### src/rtl/core/tsr_pkg.sv
package tsr_pkg;

   localparam int TSR_BUFFER_BYTES = 2048;
   localparam logic [11:0] TSR_CAPACITY_RESET = 12'd2048;

   typedef enum logic [2:0] {
      OP_HEADER  = 3'd0,
      OP_PAYLOAD = 3'd1,
      OP_EMPTY   = 3'd2,
      OP_READ    = 3'd3,
      OP_CLEAR   = 3'd4
   } opcode_type;

   typedef enum logic [3:0] {
      ST_ACCEPTED  = 4'd0,
      ST_COMPLETE  = 4'd1,
      ST_NO_HEADER = 4'd2,
      ST_NO_FIR    = 4'd3,
      ST_BAD_SEQ   = 4'd4,
      ST_OVERFLOW  = 4'd5,
      ST_DISCARDED = 4'd6,
      ST_READ      = 4'd7,
      ST_CLEARED   = 4'd8
   } status_type;

   typedef struct packed {
      opcode_type  opcode;
      logic [7:0]  data_byte;
      logic [7:0]  payload_length;
      logic [10:0] read_index;
   } req_payload_type;

   typedef struct packed {
      status_type  status;
      logic [11:0] fragment_length;
      logic [7:0]  read_data;
      logic [5:0]  expected_sequence;
      logic [31:0] accepted_segments;
      logic [31:0] rejected_segments;
   } rsp_payload_type;

   // buffer access issued for one word
   typedef struct packed {
      logic wr_en;
      logic rd_en;
      logic rd_in_range;
   } mem_cmd_type;

endpackage

### src/rtl/core/tsr_ctrl.sv
module tsr_ctrl #(
   parameter int BUFFER_BYTES = tsr_pkg::TSR_BUFFER_BYTES
) (
   input  logic                            clock,
   input  logic                            reset,
   input  logic                            accept,
   input  tsr_pkg::req_payload_type        req,
   input  logic [11:0]                     capacity,
   output tsr_pkg::rsp_payload_type        meta,
   output tsr_pkg::mem_cmd_type            mem_cmd,
   output logic [$clog2(BUFFER_BYTES)-1:0] wr_addr,
   output logic [7:0]                      wr_data,
   output logic [$clog2(BUFFER_BYTES)-1:0] rd_addr
);
   import tsr_pkg::*;

   localparam int AW = $clog2(BUFFER_BYTES);
   localparam int CW = $clog2(BUFFER_BYTES + 1);
   localparam int MW = (CW > 12) ? CW : 12;

   typedef enum logic [1:0] {
      MODE_IDLE    = 2'd0,
      MODE_RECEIVE = 2'd1,
      MODE_DISCARD = 2'd2
   } mode_type;

   mode_type    mode_ff, mode_in;
   logic [CW-1:0] held_ff, held_in;
   logic [CW-1:0] wpos_ff, wpos_in;
   logic [7:0]  to_come_ff, to_come_in;
   logic        fin_pend_ff, fin_pend_in;
   logic [5:0]  seq_ff, seq_in;
   logic [31:0] ok_ff, ok_in;
   logic [31:0] err_ff, err_in;

   // header evaluation
   logic          hdr_fir;
   logic          hdr_fin;
   logic [5:0]    hdr_seq;
   logic [CW-1:0] held_v;
   logic [5:0]    seq_v;
   logic [MW-1:0] cap_eff;
   logic [MW-1:0] room;
   status_type    reject;
   // payload evaluation
   logic [CW-1:0] wpos_v;
   logic [7:0]    to_come_v;
   status_type    status;
   logic [11:0]   frag_len;

   assign hdr_fir = req.data_byte[6];
   assign hdr_fin = req.data_byte[7];
   assign hdr_seq = req.data_byte[5:0];

   always_comb begin
      held_v = held_ff;
      seq_v  = seq_ff;
      reject = ST_ACCEPTED;
      if (hdr_fir) begin
         seq_v  = hdr_seq;
         held_v = '0;
      end else if (held_ff == '0) begin
         reject = ST_NO_FIR;
      end else if (hdr_seq != seq_ff) begin
         reject = ST_BAD_SEQ;
      end
      cap_eff = (MW'(capacity) > MW'(BUFFER_BYTES)) ? MW'(BUFFER_BYTES) : MW'(capacity);
      room    = (MW'(held_v) >= cap_eff) ? '0 : cap_eff - MW'(held_v);
      if (reject == ST_ACCEPTED && MW'(req.payload_length) > room) begin
         reject = ST_OVERFLOW;
         held_v = '0;
      end
   end

   always_comb begin
      mode_in     = mode_ff;
      held_in     = held_ff;
      wpos_in     = wpos_ff;
      to_come_in  = to_come_ff;
      fin_pend_in = fin_pend_ff;
      seq_in      = seq_ff;
      ok_in       = ok_ff;
      err_in      = err_ff;
      status      = ST_DISCARDED;
      frag_len    = '0;
      mem_cmd     = '0;
      wpos_v      = wpos_ff;
      to_come_v   = to_come_ff;
      unique case (req.opcode)
         OP_HEADER: begin
            mode_in     = MODE_IDLE;
            to_come_in  = '0;
            fin_pend_in = 1'b0;
            held_in     = held_v;
            wpos_in     = held_v;
            seq_in      = seq_v;
            if (reject != ST_ACCEPTED) begin
               err_in = err_ff + 32'd1;
               status = reject;
               if (req.payload_length != '0) begin
                  mode_in    = MODE_DISCARD;
                  to_come_in = req.payload_length;
               end
            end else begin
               ok_in = ok_ff + 32'd1;
               if (req.payload_length == '0) begin
                  seq_in = seq_v + 6'd1;
                  if (hdr_fin) begin
                     status   = ST_COMPLETE;
                     frag_len = 12'(held_v);
                     held_in  = '0;
                     wpos_in  = '0;
                  end else begin
                     status = ST_ACCEPTED;
                  end
               end else begin
                  mode_in     = MODE_RECEIVE;
                  to_come_in  = req.payload_length;
                  fin_pend_in = hdr_fin;
                  status      = ST_ACCEPTED;
               end
            end
         end
         OP_PAYLOAD: begin
            if (mode_ff == MODE_RECEIVE && to_come_ff != '0) begin
               if (wpos_ff < CW'(BUFFER_BYTES)) begin
                  mem_cmd.wr_en = 1'b1;
                  wpos_v        = wpos_ff + CW'(1);
               end
               to_come_v = to_come_ff - 8'd1;
               if (to_come_v == '0) begin
                  mode_in     = MODE_IDLE;
                  to_come_in  = '0;
                  fin_pend_in = 1'b0;
                  seq_in      = seq_ff + 6'd1;
                  if (fin_pend_ff) begin
                     status   = ST_COMPLETE;
                     frag_len = 12'(wpos_v);
                     held_in  = '0;
                     wpos_in  = '0;
                  end else begin
                     status  = ST_ACCEPTED;
                     held_in = wpos_v;
                     wpos_in = wpos_v;
                  end
               end else begin
                  status     = ST_ACCEPTED;
                  wpos_in    = wpos_v;
                  to_come_in = to_come_v;
               end
            end else if (mode_ff == MODE_DISCARD && to_come_ff != '0) begin
               to_come_in = to_come_ff - 8'd1;
               if (to_come_ff == 8'd1) begin
                  mode_in = MODE_IDLE;
               end
            end
         end
         OP_EMPTY: begin
            mode_in     = MODE_IDLE;
            to_come_in  = '0;
            fin_pend_in = 1'b0;
            wpos_in     = held_ff;
            err_in      = err_ff + 32'd1;
            status      = ST_NO_HEADER;
         end
         OP_READ: begin
            mem_cmd.rd_en       = 1'b1;
            mem_cmd.rd_in_range = 32'(req.read_index) < 32'(BUFFER_BYTES);
            status              = ST_READ;
         end
         OP_CLEAR: begin
            mode_in     = MODE_IDLE;
            to_come_in  = '0;
            fin_pend_in = 1'b0;
            held_in     = '0;
            wpos_in     = '0;
            seq_in      = '0;
            status      = ST_CLEARED;
         end
         default: begin
            status = ST_DISCARDED;
         end
      endcase
      if (!accept) begin
         mem_cmd = '0;
      end
   end

   always_ff @(posedge clock) begin
      if (reset) begin
         mode_ff     <= MODE_IDLE;
         held_ff     <= '0;
         wpos_ff     <= '0;
         to_come_ff  <= '0;
         fin_pend_ff <= 1'b0;
         seq_ff      <= '0;
         ok_ff       <= '0;
         err_ff      <= '0;
      end else if (accept) begin
         mode_ff     <= mode_in;
         held_ff     <= held_in;
         wpos_ff     <= wpos_in;
         to_come_ff  <= to_come_in;
         fin_pend_ff <= fin_pend_in;
         seq_ff      <= seq_in;
         ok_ff       <= ok_in;
         err_ff      <= err_in;
      end
   end

   assign wr_addr = wpos_ff[AW-1:0];
   assign wr_data = req.data_byte;
   assign rd_addr = AW'(req.read_index);

   always_comb begin
      meta                   = '0;
      meta.status            = status;
      meta.fragment_length   = frag_len;
      meta.expected_sequence = seq_in;
      meta.accepted_segments = ok_in;
      meta.rejected_segments = err_in;
   end

   // an open segment always has bytes still to come
   a_mode_count: assert property (@(posedge clock) disable iff (reset)
      (mode_ff == MODE_IDLE) == (to_come_ff == '0))
      else $error("segment mode and byte count disagree");

   // uncommitted bytes never sit below the committed fill
   a_wpos_held: assert property (@(posedge clock) disable iff (reset)
      wpos_ff >= held_ff)
      else $error("write position behind committed bytes");

endmodule

### config.mk
export PLATFORM = sky130hd
export DESIGN_NAME = tsr_ctrl
export DESIGN_NICKNAME = d
export VERILOG_FILES = /design/src/rtl/core/tsr_pkg.sv /design/src/rtl/core/tsr_ctrl.sv
export SDC_FILE = /design/constraint.sdc
export NUM_CORES = 1
export LEC_CHECK = 0
export BUFFER_PORTS_ARGS = -buffer_cell sky130_fd_sc_hd__buf_2
export CAP_MARGIN = 25
export CORE_MARGIN = 2
export CORE_UTILIZATION = 45
export DETAILED_ROUTE_END_ITERATION = 12
export MAX_ROUTING_LAYER = met4
export PLACE_DENSITY_LB_ADDON = 0.15
export REMOVE_ABC_BUFFERS = 1
export SLEW_MARGIN = 20
export SYNTH_ARGS = -nofsm -noshare
export SYNTH_HDL_FRONTEND = slang
export SYNTH_SLANG_ARGS = --single-unit
export TNS_END_PERCENT = 10
### constraint.sdc
create_clock -name clock -period 13.1 [get_ports clock]
set_input_delay 1.31 -clock clock [delete_from_list [all_inputs] [get_ports clock]]
set_output_delay 1.31 -clock clock [all_outputs]
set_load 0.02 [all_outputs]
==> impl_metrics.toml <==
[setup_path]
crit_chain = "buf_2 > nand2b_1 > inv_1 > fa_1 > nand2b_1 > a21o_1 > a21oi_2 > o21ai_1 > a21oi_2 > nand2b_1 > ha_1 > nor2b_1 > o21a_1 > o21ai_0 > a21oi_1 > o31ai_1 > o21a_1 > o21a_2 > nand2_1 > nor3_1 > buf_4 > a22o_1 > buf_2"
crit_start = "req[25]"
timing.rr.start = "held_ff[0]"
critPathKind = "primary input to output pin"
reg2reg_depth = 21
critPathMaxFanout = 34
crit_path_end_kind = "output pin"
cpMostUsedCell = "nand2b_1"
critPathLaunchType = "primary input"
arrival_ns = 7.23
cp.required_ns = 11.79
crit_slowest_cell = "nand2_1"
cpPeakStageDelay_ns = 0.64

[global_route]
grt_pass1_vias = 7541
antenna_found_initial = 0
grt_usage_pct = 24.2
grt_max_degree = 52
grt_first_pass_wirelength_mm = 38.3
grt_overflow = 0

[route]
wire_per_inst_um = 16.1
wl_mm = 23.4
viasPerCell = 5.62
vias = 8156
drt-initial-drc-count = 623
ant_nets = 0
first_pass_iters = 5
drc = 0

[synth]
synth_edf_count = 0
synth_cells = 1146
syn_area_sq_um = 8370
ys_seq_elements = 105
syn_area_per_cell_sq_um = 7.30
ys_types = 67
ys.flop_type = "dfxtp_1"
synth_seq_area_share_pct = 25.1
ys_warn_count = 0
async_reset_ff_share_pct = 0

[clocking]
max-clock-path-buffers = 2
htreeDepth = 3
cts_tree = "built"
hold_buffers = 0
cts.clk_slew.worst_paths_ns = 0.07
clock-root-buffer = "clkbuf_16"
ctsResizeCount = 0
cts_setup_buffers = 0
clk_latency_ns = 0.36
cts_buffers = 9
cts.sinks = 105

[sta]
tightestPinTransition_ns = 0.874
slew_headroom_pct = 41.6
fmax_ghz = 0.117
tns_ns = 0
finalHoldViolCount = 0
post-route-period-util_pct = 65.2
fin_crit_ns = 8.54
finalSetupViolCount = 0
drv_slew = 0
skew_ns = 0.00986
rsz0062_at_grt = "no"

[floorplanning]
start_util_pct = 46.3
dieArea_sq_um = 19700
coreArea_sq_um = 18100
die_w_um = 140
fp.dieH_um = 140
rows = 49
ios = 172

[layout]
antenna_cells = 0
areaGrowthSynthToFinish_pct = 10.2
design_area_sq_um = 9220
drive_gt1_share_pct = 15.8
nFillCells = 1869
nNetsFinal = 1292

[power_and_ir_drop]
total_power_mw = 0.746
power_density_nw_per_um2 = 80.9
leakage_nw = 3.77
peakVddDrop_mv = 0.0545

[worst_hold_path]
hold_class = "register to register"
holdCritStartpoint = "mode_ff[1]"
hold_path_depth = 2

[place]
postPlaceCellArea_sq_um = 8930
hpwlAfterDp_mm = 16.7
gp_congestion = 0.921
io_buffers = 141

[run]
drv_cap = 0

[status]
outcome = "finished clean"
[state kept, by name, summed over array words and instances (netlist names)]
name         count
seq_ff           6
err_ff          32
fin_pend_ff      1
ok_ff           32
mode_ff          2
to_come_ff       8
held_ff         12
wpos_ff         12
[layer usage]
| layer | GRT usage, % | vias to the layer above | share of wire (%) |
|---|---|---|---|
| met5 | - | - | 0 |
| met4 | 5.26 | 0 | 1.4 |
| met3 | 3.62 | 19 | 5.0 |
| met2 | 37.5 | 214 | 44 |
| met1 | 33.6 | 3802 | 49 |
| li1 | - | 4121 | - |
[synth_stat cells (all sizes together), types with 18 or more instances]
cell | n | area share (%)
nand2 | 127 | 5.7
nor2 | 121 | 5.4
dfxtp | 105 | 25
xor2 | 69 | 7.2
a21oi | 67 | 4.1
xnor2 | 59 | 6.2
buf | 55 | 4.5
nand4 | 52 | 4.0
o21ai | 49 | 2.9
clkbuf | 47 | 2.1
nand3 | 47 | 2.9
inv | 40 | 1.8
ha | 29 | 4.3
nand2b | 26 | 1.9
or3 | 26 | 1.9
and3 | 24 | 1.8
nor3 | 22 | 1.3
nor2b | 18 | 1.3
[stage by stage]
stage | worst slack [ns] | hold slack, ns | std cells | util (%)
finish | 4.56 | 0.493 | 1451 | 51.0
global route | 3.88 | 0.521 | 1451 | 51.0
CTS | 4.55 | 0.494 | 1450 | 50.9
detailed placement | 4.52 | 0.482 | 1434 | 49.4
global placement | 4.67 | 0.482 | 1433 | 49.3
floorplan | 5.47 | 0.460 | 1051 | -
[critical path, delay by kind of cell]
| kind | cells | cell delay [ns] |
|---|---|---|
| adders and majority gates | 2 | 0.70 |
| AOI/OAI and AO/OA | 11 | 2.67 |
| and+or+nand+nor | 6 | 1.65 |
| buffers and inverters | 4 | 0.86 |
[where the power goes]
group	internal, mW	switching [mW]	total (mW)
combinational	0.0526	0.100	0.153
sequential	0.324	0.00803	0.332
clock	0.131	0.130	0.261
[final cells by class]
type,instances,area [sq um],area share [%]
clock inverters,5,40.0,0.434
multi-input cells,906,5590,60.6
repair buffers,155,818,8.88
well taps,229,287,3.11
flip-flops and latches,105,2100,22.8
inverters,40,150,1.63
clock buffers,11,233,2.52
[layout by cell type, fill, tap and decap left out, types with 24 or more instances in the layout]
cell type  instances
nor2_1           121
nand3_1           46
xnor2_1           59
xor2_1            69
buf_2            141
and3_1            24
ha_1              29
nand2_1          127
o21ai_0           44
nand2b_1          26
or3_1             26
inv_1             40
dfxtp_1          105
a21oi_1           65
nand4_1           51
[path summary, 6_finish.rpt]
path	end	slack, ns
worst min register to register	mode_ff[1]	0.49
worst min-delay path	mode_ff[1]	0.49
worst max-delay path	meta[88]	4.56
worst max register to register	ok_ff[12]	7.37
[cell families (layout without fill, tap and decap cells)]
family | after synthesis | in the layout | synth area share, %
flip-flops | 105 | 105 | 25.1
multiplexers | 9 | 9 | 1.17
AND/OR/NAND/NOR | 507 | 507 | 29.9
AO/OA/AOI/OAI | 224 | 224 | 17.3
buffers and inverters | 142 | 211 | 8.44
adder cells (fa/ha/maj) | 30 | 30 | 4.58
XOR/XNOR | 128 | 128 | 13.4
other | 1 | 8 | 0.0448
Note: power is estimated with default switching activity, not from simulation.
